File: src/sv/mthd_pkg.sv
`default_nettype none
// ---------------------------------------------------------------------------
// mthd_pkg
// Shared types and constants of the median threshold hit detector.
// ---------------------------------------------------------------------------
package mthd_pkg;

    // channel set
    localparam int CHANNELS      = 10;
    localparam int CHAN_IDX_BITS = $clog2(CHANNELS);

    // register and result field widths
    localparam int GAIN_BITS      = 16;
    localparam int MASK_BITS      = 10;
    localparam int COUNT_OUT_BITS = 16;
    localparam int CFG_DATA_BITS  = 16;
    localparam int CFG_INDEX_BITS = 1;

    // defaults handed to the top level parameters
    localparam int DEF_POWER_BITS  = 32;
    localparam int DEF_COUNT_BITS  = 16;
    localparam int DEF_MEDIAN_RANK = 4;

    // register reset values
    localparam logic [GAIN_BITS-1:0] GAIN_RESET = GAIN_BITS'(400);
    localparam logic [MASK_BITS-1:0] MASK_RESET = '0;

    // register indexes
    localparam logic [CFG_INDEX_BITS-1:0] REG_THRESHOLD_GAIN = 1'b0;
    localparam logic [CFG_INDEX_BITS-1:0] REG_IGNORE_MASK    = 1'b1;

    // per-item control flags
    typedef struct packed {
        logic lockout;
        logic clear;
    } t_item_flags;

    // one result item
    typedef struct packed {
        logic                      met;
        logic                      hit;
        logic                      pending;
        logic [CHAN_IDX_BITS-1:0]  channel;
        logic [COUNT_OUT_BITS-1:0] count;
    } t_result;

endpackage
`default_nettype wire

File: src/sv/median_threshold_hit_detector.sv
`default_nettype none
// ---------------------------------------------------------------------------
// median_threshold_hit_detector
// Ten-channel peak detector: hit when the largest power reaches the
// median-rank power times a gain, unless locked out or masked.
// ---------------------------------------------------------------------------
// Takes one power set per clock while the input is not stalled and returns
// one result per set, in order. The four pipeline stages are the
// rank lanes (one per channel, each comparing its power with all others),
// the merge that selects the median-rank and largest power, the threshold
// multiplier, and the judge that updates the per-channel hit counters and
// the sticky pending flag. Every stage advances whenever the result
// register is empty or being taken, so the input stalls only while a
// finished result is held by a stalled output. Counters and the pending
// flag clear at reset; registers are written on the plain write port.
module median_threshold_hit_detector
    import mthd_pkg::*;
#(
    parameter int MEDIAN_RANK = DEF_MEDIAN_RANK,
    parameter int POWER_BITS  = DEF_POWER_BITS,
    parameter int COUNT_BITS  = DEF_COUNT_BITS
) (
    input  wire logic                      i_clk,
    input  wire logic                      i_rst_n,
    // configuration write port
    input  wire logic                      i_cfg_we,
    input  wire logic [CFG_INDEX_BITS-1:0] i_cfg_index,
    input  wire logic [CFG_DATA_BITS-1:0]  i_cfg_data,
    // input channel
    input  wire logic                      i_in_valid,
    output logic                           o_in_stall,
    input  wire logic [POWER_BITS-1:0]     i_power_ch0,
    input  wire logic [POWER_BITS-1:0]     i_power_ch1,
    input  wire logic [POWER_BITS-1:0]     i_power_ch2,
    input  wire logic [POWER_BITS-1:0]     i_power_ch3,
    input  wire logic [POWER_BITS-1:0]     i_power_ch4,
    input  wire logic [POWER_BITS-1:0]     i_power_ch5,
    input  wire logic [POWER_BITS-1:0]     i_power_ch6,
    input  wire logic [POWER_BITS-1:0]     i_power_ch7,
    input  wire logic [POWER_BITS-1:0]     i_power_ch8,
    input  wire logic [POWER_BITS-1:0]     i_power_ch9,
    input  wire logic                      i_lockout_active,
    input  wire logic                      i_clear_pending,
    // output channel
    output logic                           o_out_valid,
    input  wire logic                      i_out_stall,
    output logic                           o_threshold_met,
    output logic                           o_hit_now,
    output logic                           o_hit_pending,
    output logic [CHAN_IDX_BITS-1:0]       o_strongest_channel,
    output logic [COUNT_OUT_BITS-1:0]      o_strongest_count
);

    logic [POWER_BITS-1:0]    w_power    [CHANNELS];
    logic [POWER_BITS-1:0]    r_s1_power [CHANNELS];
    logic [CHAN_IDX_BITS-1:0] w_rank     [CHANNELS];
    t_item_flags              w_in_flags;
    t_item_flags              r_s1_flags;
    t_item_flags              w_s2_flags;
    logic [POWER_BITS-1:0]    w_s2_med;
    logic [POWER_BITS-1:0]    w_s2_max;
    logic [CHAN_IDX_BITS-1:0] w_s2_idx;
    t_result                  w_result;

    logic                     w_advance;
    logic                     r_s1_valid;
    logic                     r_s2_valid;
    logic                     r_s3_valid;
    logic                     r_out_valid;
    logic [GAIN_BITS-1:0]     r_gain;
    logic [MASK_BITS-1:0]     r_mask;

    // gather channel ports
    assign w_power[0] = i_power_ch0;
    assign w_power[1] = i_power_ch1;
    assign w_power[2] = i_power_ch2;
    assign w_power[3] = i_power_ch3;
    assign w_power[4] = i_power_ch4;
    assign w_power[5] = i_power_ch5;
    assign w_power[6] = i_power_ch6;
    assign w_power[7] = i_power_ch7;
    assign w_power[8] = i_power_ch8;
    assign w_power[9] = i_power_ch9;

    assign w_in_flags.lockout = i_lockout_active;
    assign w_in_flags.clear   = i_clear_pending;

    // whole pipeline moves unless a held result is stalled
    assign w_advance  = !r_out_valid || !i_out_stall;
    assign o_in_stall = !w_advance;

    // configuration registers
    always_ff @(posedge i_clk) begin
        if (!i_rst_n) begin
            r_gain <= GAIN_RESET;
            r_mask <= MASK_RESET;
        end else if (i_cfg_we) begin
            case (i_cfg_index)
                REG_THRESHOLD_GAIN: r_gain <= i_cfg_data[GAIN_BITS-1:0];
                REG_IGNORE_MASK:    r_mask <= i_cfg_data[MASK_BITS-1:0];
                default:            r_gain <= r_gain;
            endcase
        end
    end

    // stage valid chain
    always_ff @(posedge i_clk) begin
        if (!i_rst_n) begin
            r_s1_valid  <= 1'b0;
            r_s2_valid  <= 1'b0;
            r_s3_valid  <= 1'b0;
            r_out_valid <= 1'b0;
        end else if (w_advance) begin
            r_s1_valid  <= i_in_valid;
            r_s2_valid  <= r_s1_valid;
            r_s3_valid  <= r_s2_valid;
            r_out_valid <= r_s3_valid;
        end
    end

    // stage 1 payload beside the lane ranks
    always_ff @(posedge i_clk) begin
        if (w_advance) begin
            r_s1_power <= w_power;
            r_s1_flags <= w_in_flags;
        end
    end

    // rank lanes, one per channel
    for (genvar g = 0; g < CHANNELS; g++) begin : g_lane
        mthd_rank_lane #(
            .POWER_BITS (POWER_BITS),
            .LANE       (g)
        ) u_lane (
            .i_clk   (i_clk),
            .i_en    (w_advance),
            .i_power (w_power),
            .o_rank  (w_rank[g])
        );
    end

    // median and maximum selection
    mthd_merge #(
        .POWER_BITS  (POWER_BITS),
        .MEDIAN_RANK (MEDIAN_RANK)
    ) u_merge (
        .i_clk   (i_clk),
        .i_en    (w_advance),
        .i_power (r_s1_power),
        .i_rank  (w_rank),
        .i_flags (r_s1_flags),
        .o_med   (w_s2_med),
        .o_max   (w_s2_max),
        .o_idx   (w_s2_idx),
        .o_flags (w_s2_flags)
    );

    // threshold, hit counters and result register
    mthd_judge #(
        .POWER_BITS (POWER_BITS),
        .COUNT_BITS (COUNT_BITS)
    ) u_judge (
        .i_clk      (i_clk),
        .i_rst_n    (i_rst_n),
        .i_en       (w_advance),
        .i_s3_valid (r_s3_valid),
        .i_gain     (r_gain),
        .i_mask     (r_mask),
        .i_med      (w_s2_med),
        .i_max      (w_s2_max),
        .i_idx      (w_s2_idx),
        .i_flags    (w_s2_flags),
        .o_result   (w_result)
    );

    // result ports
    assign o_out_valid         = r_out_valid;
    assign o_threshold_met     = w_result.met;
    assign o_hit_now           = w_result.hit;
    assign o_hit_pending       = w_result.pending;
    assign o_strongest_channel = w_result.channel;
    assign o_strongest_count   = w_result.count;

endmodule
`default_nettype wire

File: src/sv/mthd_rank_lane.sv
`default_nettype none
// ---------------------------------------------------------------------------
// mthd_rank_lane
// One rank lane: finds the sorted position of its own channel among all
// channels, ties broken by channel index, and registers it.
// ---------------------------------------------------------------------------
module mthd_rank_lane
    import mthd_pkg::*;
#(
    parameter int POWER_BITS = DEF_POWER_BITS,
    parameter int LANE       = 0
) (
    input  wire logic                     i_clk,
    input  wire logic                     i_en,
    input  wire logic [POWER_BITS-1:0]    i_power [CHANNELS],
    output logic      [CHAN_IDX_BITS-1:0] o_rank
);

    logic [CHANNELS-1:0]      w_below;
    logic [CHAN_IDX_BITS-1:0] n_rank;
    logic [CHAN_IDX_BITS-1:0] r_rank;

    // channels that sort ahead of this one: lower index wins a tie
    always_comb begin
        for (int j = 0; j < CHANNELS; j++) begin
            if (j < LANE) begin
                w_below[j] = (i_power[j] <= i_power[LANE]);
            end else if (j > LANE) begin
                w_below[j] = (i_power[j] < i_power[LANE]);
            end else begin
                w_below[j] = 1'b0;
            end
        end
        n_rank = CHAN_IDX_BITS'($countones(w_below));
    end

    // rank register
    always_ff @(posedge i_clk) begin
        if (i_en) begin
            r_rank <= n_rank;
        end
    end

    assign o_rank = r_rank;

endmodule
`default_nettype wire

File: src/sv/mthd_merge.sv
`default_nettype none
// ---------------------------------------------------------------------------
// mthd_merge
// Merge stage: picks the median-rank power and the top-rank power with its
// channel index from the lane ranks.
// ---------------------------------------------------------------------------
module mthd_merge
    import mthd_pkg::*;
#(
    parameter int POWER_BITS  = DEF_POWER_BITS,
    parameter int MEDIAN_RANK = DEF_MEDIAN_RANK
) (
    input  wire logic                     i_clk,
    input  wire logic                     i_en,
    input  wire logic [POWER_BITS-1:0]    i_power [CHANNELS],
    input  wire logic [CHAN_IDX_BITS-1:0] i_rank  [CHANNELS],
    input  wire t_item_flags              i_flags,
    output logic      [POWER_BITS-1:0]    o_med,
    output logic      [POWER_BITS-1:0]    o_max,
    output logic      [CHAN_IDX_BITS-1:0] o_idx,
    output t_item_flags                   o_flags
);

    // rank out of range saturates to the top rank
    localparam int RANK_SEL = (MEDIAN_RANK < CHANNELS) ? MEDIAN_RANK : (CHANNELS - 1);
    localparam logic [CHAN_IDX_BITS-1:0] RANK_MED = CHAN_IDX_BITS'(RANK_SEL);
    localparam logic [CHAN_IDX_BITS-1:0] RANK_TOP = CHAN_IDX_BITS'(CHANNELS - 1);

    logic [POWER_BITS-1:0]    n_med;
    logic [POWER_BITS-1:0]    n_max;
    logic [CHAN_IDX_BITS-1:0] n_idx;
    logic [POWER_BITS-1:0]    r_med;
    logic [POWER_BITS-1:0]    r_max;
    logic [CHAN_IDX_BITS-1:0] r_idx;
    t_item_flags              r_flags;

    // ranks are unique, so each select is an or of one-hot terms
    always_comb begin
        n_med = '0;
        n_max = '0;
        n_idx = '0;
        for (int i = 0; i < CHANNELS; i++) begin
            if (i_rank[i] == RANK_MED) begin
                n_med = n_med | i_power[i];
            end
            if (i_rank[i] == RANK_TOP) begin
                n_max = n_max | i_power[i];
                n_idx = n_idx | CHAN_IDX_BITS'(i);
            end
        end
    end

    // merge register
    always_ff @(posedge i_clk) begin
        if (i_en) begin
            r_med   <= n_med;
            r_max   <= n_max;
            r_idx   <= n_idx;
            r_flags <= i_flags;
        end
    end

    assign o_med   = r_med;
    assign o_max   = r_max;
    assign o_idx   = r_idx;
    assign o_flags = r_flags;

endmodule
`default_nettype wire

File: src/sv/mthd_judge.sv
`default_nettype none
// ---------------------------------------------------------------------------
// mthd_judge
// Threshold product, hit decision, per-channel hit counters, sticky
// pending flag and the result register.
// ---------------------------------------------------------------------------
module mthd_judge
    import mthd_pkg::*;
#(
    parameter int POWER_BITS = DEF_POWER_BITS,
    parameter int COUNT_BITS = DEF_COUNT_BITS
) (
    input  wire logic                     i_clk,
    input  wire logic                     i_rst_n,
    input  wire logic                     i_en,
    input  wire logic                     i_s3_valid,
    input  wire logic [GAIN_BITS-1:0]     i_gain,
    input  wire logic [MASK_BITS-1:0]     i_mask,
    input  wire logic [POWER_BITS-1:0]    i_med,
    input  wire logic [POWER_BITS-1:0]    i_max,
    input  wire logic [CHAN_IDX_BITS-1:0] i_idx,
    input  wire t_item_flags              i_flags,
    output t_result                       o_result
);

    localparam int PROD_BITS = POWER_BITS + GAIN_BITS;

    logic [PROD_BITS-1:0]     w_prod;
    logic [PROD_BITS-1:0]     r_prod;
    logic [POWER_BITS-1:0]    r_max;
    logic [CHAN_IDX_BITS-1:0] r_idx;
    t_item_flags              r_flags;

    logic [COUNT_BITS-1:0]    r_count [CHANNELS];
    logic                     r_pending;
    t_result                  r_result;

    logic                     w_met;
    logic                     w_hit;
    logic                     n_pending;
    logic [COUNT_BITS-1:0]    w_old;
    logic [COUNT_BITS-1:0]    n_count;
    logic [COUNT_BITS+COUNT_OUT_BITS-1:0] w_count_ext;
    logic                     w_update;

    // full-width threshold product
    assign w_prod = PROD_BITS'(i_med) * PROD_BITS'(i_gain);

    // product register
    always_ff @(posedge i_clk) begin
        if (i_en) begin
            r_prod  <= w_prod;
            r_max   <= i_max;
            r_idx   <= i_idx;
            r_flags <= i_flags;
        end
    end

    // hit decision; clear acts before the hit sets the flag again
    assign w_met       = (PROD_BITS'(r_max) >= r_prod);
    assign w_hit       = w_met && !r_flags.lockout && !i_mask[r_idx];
    assign n_pending   = (r_pending && !r_flags.clear) || w_hit;
    assign w_old       = r_count[r_idx];
    assign n_count     = w_hit ? (w_old + COUNT_BITS'(1)) : w_old;
    assign w_count_ext = {{COUNT_OUT_BITS{1'b0}}, n_count};
    assign w_update    = i_en && i_s3_valid;

    // hit counters and sticky flag
    always_ff @(posedge i_clk) begin
        if (!i_rst_n) begin
            for (int i = 0; i < CHANNELS; i++) begin
                r_count[i] <= '0;
            end
            r_pending <= 1'b0;
        end else if (w_update) begin
            r_count[r_idx] <= n_count;
            r_pending      <= n_pending;
        end
    end

    // result register
    always_ff @(posedge i_clk) begin
        if (w_update) begin
            r_result.met     <= w_met;
            r_result.hit     <= w_hit;
            r_result.pending <= n_pending;
            r_result.channel <= r_idx;
            r_result.count   <= w_count_ext[COUNT_OUT_BITS-1:0];
        end
    end

    assign o_result = r_result;

endmodule
`default_nettype wire

File: config.mk
export PLATFORM = sky130hd
export DESIGN_NAME = median_threshold_hit_detector
export DESIGN_NICKNAME = d
export VERILOG_FILES = /design/src/sv/mthd_pkg.sv /design/src/sv/median_threshold_hit_detector.sv /design/src/sv/mthd_rank_lane.sv /design/src/sv/mthd_merge.sv /design/src/sv/mthd_judge.sv
export SDC_FILE = /design/constraint.sdc
export NUM_CORES = 2
export LEC_CHECK = 0
export BUFFER_PORTS_ARGS = -buffer_cell sky130_fd_sc_hd__buf_2
export CORE_MARGIN = 5
export CORE_UTILIZATION = 30
export CTS_CLUSTER_SIZE = 16
export DETAILED_ROUTE_END_ITERATION = 16
export PLACE_DENSITY = 0.54
export SYNTH_ARGS = -nofsm -noshare
export SYNTH_HDL_FRONTEND = slang
export SYNTH_SLANG_ARGS = --single-unit
File: constraint.sdc
create_clock -name i_clk -period 54.7 [get_ports i_clk]
set_clock_uncertainty 0.2 [all_clocks]
set_input_delay 8.205 -clock i_clk [delete_from_list [all_inputs] [get_ports i_clk]]
set_output_delay 8.205 -clock i_clk [all_outputs]
set_load 0.02 [all_outputs]
==> qor.txt <==
Starting Density: 30.1%
DRC errors left: 0
die width: 537 µm
final setup TNS: 0 ns
first-pass GRT wire length: 486000 µm
Max Fclk: 57.7 MHz
Worst setup SP type: input pin
status: finished clean
cell mode on critical path: buf_2
number of global-route vias before repair: 69811
Die Height: 537 µm
most frequent cells in the layout: ha_1, inv_1, edfxtp_1
crit-path max cell delay: 0.25 ns
Clk pin slew, worst setup/hold paths: 0.06 ns
final hold vios: 0
Cell Rows: 193
Worst-Skew Late Latency: 0.76 ns
worst path cell trace: buf_2 -> nand2_4 -> clkinv_1 -> buf_2
share of cells above drive strength 1: 9.12%
Primary FF master, synth: edfxtp_1
commonest non-fill, non-tap cell in the layout: ha_1
Worst Path Buf+Inv: 3
leakage: 0.0424 µW
final hold slack: 0.183 ns
I/O Pins: 369
Vias: 68182
GRT Overall Usage: 23.1%
remaining global-route overflow: 0
Critical Path RT: 46.30 ns
Post-Syn Instances: 7951
# fillers: 28071
antenna-violating nets left: 0
Seq/Total Area, Yosys: 29.5%
async set or reset register ratio after synthesis: 0%
HPWL after detailed placement: 267000 µm
Avg WL per Cell: 28.4 µm
hold crit path type: reg -> reg
Root Driver: clkbuf_16
measured slew at the worst slew-check pin: 1.35 ns
EDFF count, synth: 797
pin count of the biggest net entering global routing: 160
detailed-route vias per instance: 5.65
Min Clock Period, post-route: 17.33 ns
Synth Warn #: 0
pwr dens: 48.2 nW/µm²
drt first pass iters: 10
Post-Syn Area per Cell: 10.5 µm²
Clock Sinks: 832
Max Cap Viol: 0
slew margin rel.: 9.04%
Setup Viol. Count Final: 0
Worst path slowest cell: buf_2
Core ar.: 277000 µm²
CTS resizes: 0
DIE AREA: 289000 µm²
Port Buffer Count: 368
worst IR drop on VDD: 66.5 µV
CTS Buf Count: 95
Starting DRT DRC Count: 6310
CTS max path bufs: 3
CP Class: in -> out
Final period util: 31.7%
CTS Hold Bufs: 0
Final #Nets: 10715
final WL: 343000 µm
CTS tree: yes
Data arrival, critical path: 8.92 ns
Distinct cells, synth: 88
top cell family by delay on the critical path: buffers and inverters
Max FO, Critical Path: 9
Yosys reg bits: 832
crit end category: output pin
Area growth, synth to finish: 11.5%
RSZ-0062 raised after global routing: no
fin. max-slew vios: 0
antenna violations before repair: 52
Synthesized Nets: 10406
total power: 4480 µW
gpl congestion: 1.00
H-tree depth: 3
Setup Buffers After CTS: 0
Cell Area, Synth: 83400 µm²
-- synthesized netlist by cell type, drive strengths merged (65+ instances only) --
library cell | number | area (µm²)
a22oi | 192 | 1440
a221oi | 86 | 759
clkbuf | 187 | 702
nor2b | 178 | 1110
a21oi | 422 | 2120
ha | 1643 | 20600
a21o | 344 | 2580
nand3 | 79 | 400
o21ai | 244 | 1220
a22o | 65 | 569
edfxtp | 797 | 23900
nand2b | 90 | 563
nand4 | 364 | 2290
nand2 | 577 | 2170
o21a | 120 | 901
inv | 870 | 3270
nor2 | 320 | 1250
mux4 | 77 | 1730
fa | 468 | 9370
and2 | 223 | 1400
-- metrics by stage --
step / area (µm²) / setup WS (ns) / instances / util, %
3_5_place_dp: 89700 / 37.38 / 11868 / 32.4
4_1_cts: 93000 / 37.38 / 12047 / 33.6
5_1_grt: 93000 / 37.31 / 12059 / 33.6
3_3_place_gp: 89700 / 37.41 / 11868 / 32.4
6_report: 93000 / 37.37 / 12064 / 33.6
2_1_floorplan: 83400 / 18.20 / 7951 / -
-- power by group --
part | leakage, µW | switching (µW) | internal [µW]
logic | 0.0321 | 1740 | 1060
clock network | 0.00155 | 287 | 371
registers | 0.00868 | 134 | 886
total | 0.0424 | 2160 | 2320
-- sequential cells by signal (all words and copies together) (netlist names), 4 cells and up, named ones only --
name                  cells
g_lane.u_lane.o_rank     40
r_gain                   16
r_mask                   10
r_s1_power              320
u_judge.o_result         23
u_judge.r_count         256
u_judge.r_idx             4
u_judge.r_max            32
u_judge.r_prod           48
u_merge.o_idx             4
u_merge.o_max            32
u_merge.o_med            32
-- logic make-up after synthesis --
family,Yosys count,synth area share (%)
adders and majority gates,2111,35.9
and+or+nand+nor,2009,12.5
AOI/OAI and AO/OA,1755,14.2
buffers and inverters,1099,5.11
DFF,832,29.5
muxes,85,2.18
xor gates and xnor gates,60,0.639
-- area by class of cell --
type	count	area (µm²)	area share (%)
clock inverter	67	753	0.810
inverter	871	3270	3.52
multi-input combinational	6020	54800	58.9
clock buffer	112	2470	2.66
sequential	832	24600	26.5
timing repair buffer	440	2390	2.57
antenna	17	42.5	0.0457
tap	3705	4640	4.98
-- per-layer routing --
metal	global-route usage [%]	share of wire, %
met5	0	0.0079
met2	36.1	44
met4	13.9	6.9
met3	3.60	7.6
met1	30.3	41
-- final timing paths --
| path | startpoint | end | slack (ns) | cells past startpoint |
|---|---|---|---|---|
| worst max-delay path | i_out_stall | o_in_stall | 37.37 | 4 |
| worst min-delay path | u_merge.o_max[17]$_DFFE_PN_ | u_judge.r_max[17]$_DFFE_PN_ | 0.18 | 0 |
| worst min register to register | u_merge.o_max[17]$_DFFE_PN_ | u_judge.r_max[17]$_DFFE_PN_ | 0.18 | 0 |
| worst max register to register | r_gain[3]$_SDFFE_PN0P_ | u_judge.r_prod[45]$_DFFE_PN_ | 46.47 | 20 |
No activity file was read; power rests on OpenSTA's default activity.
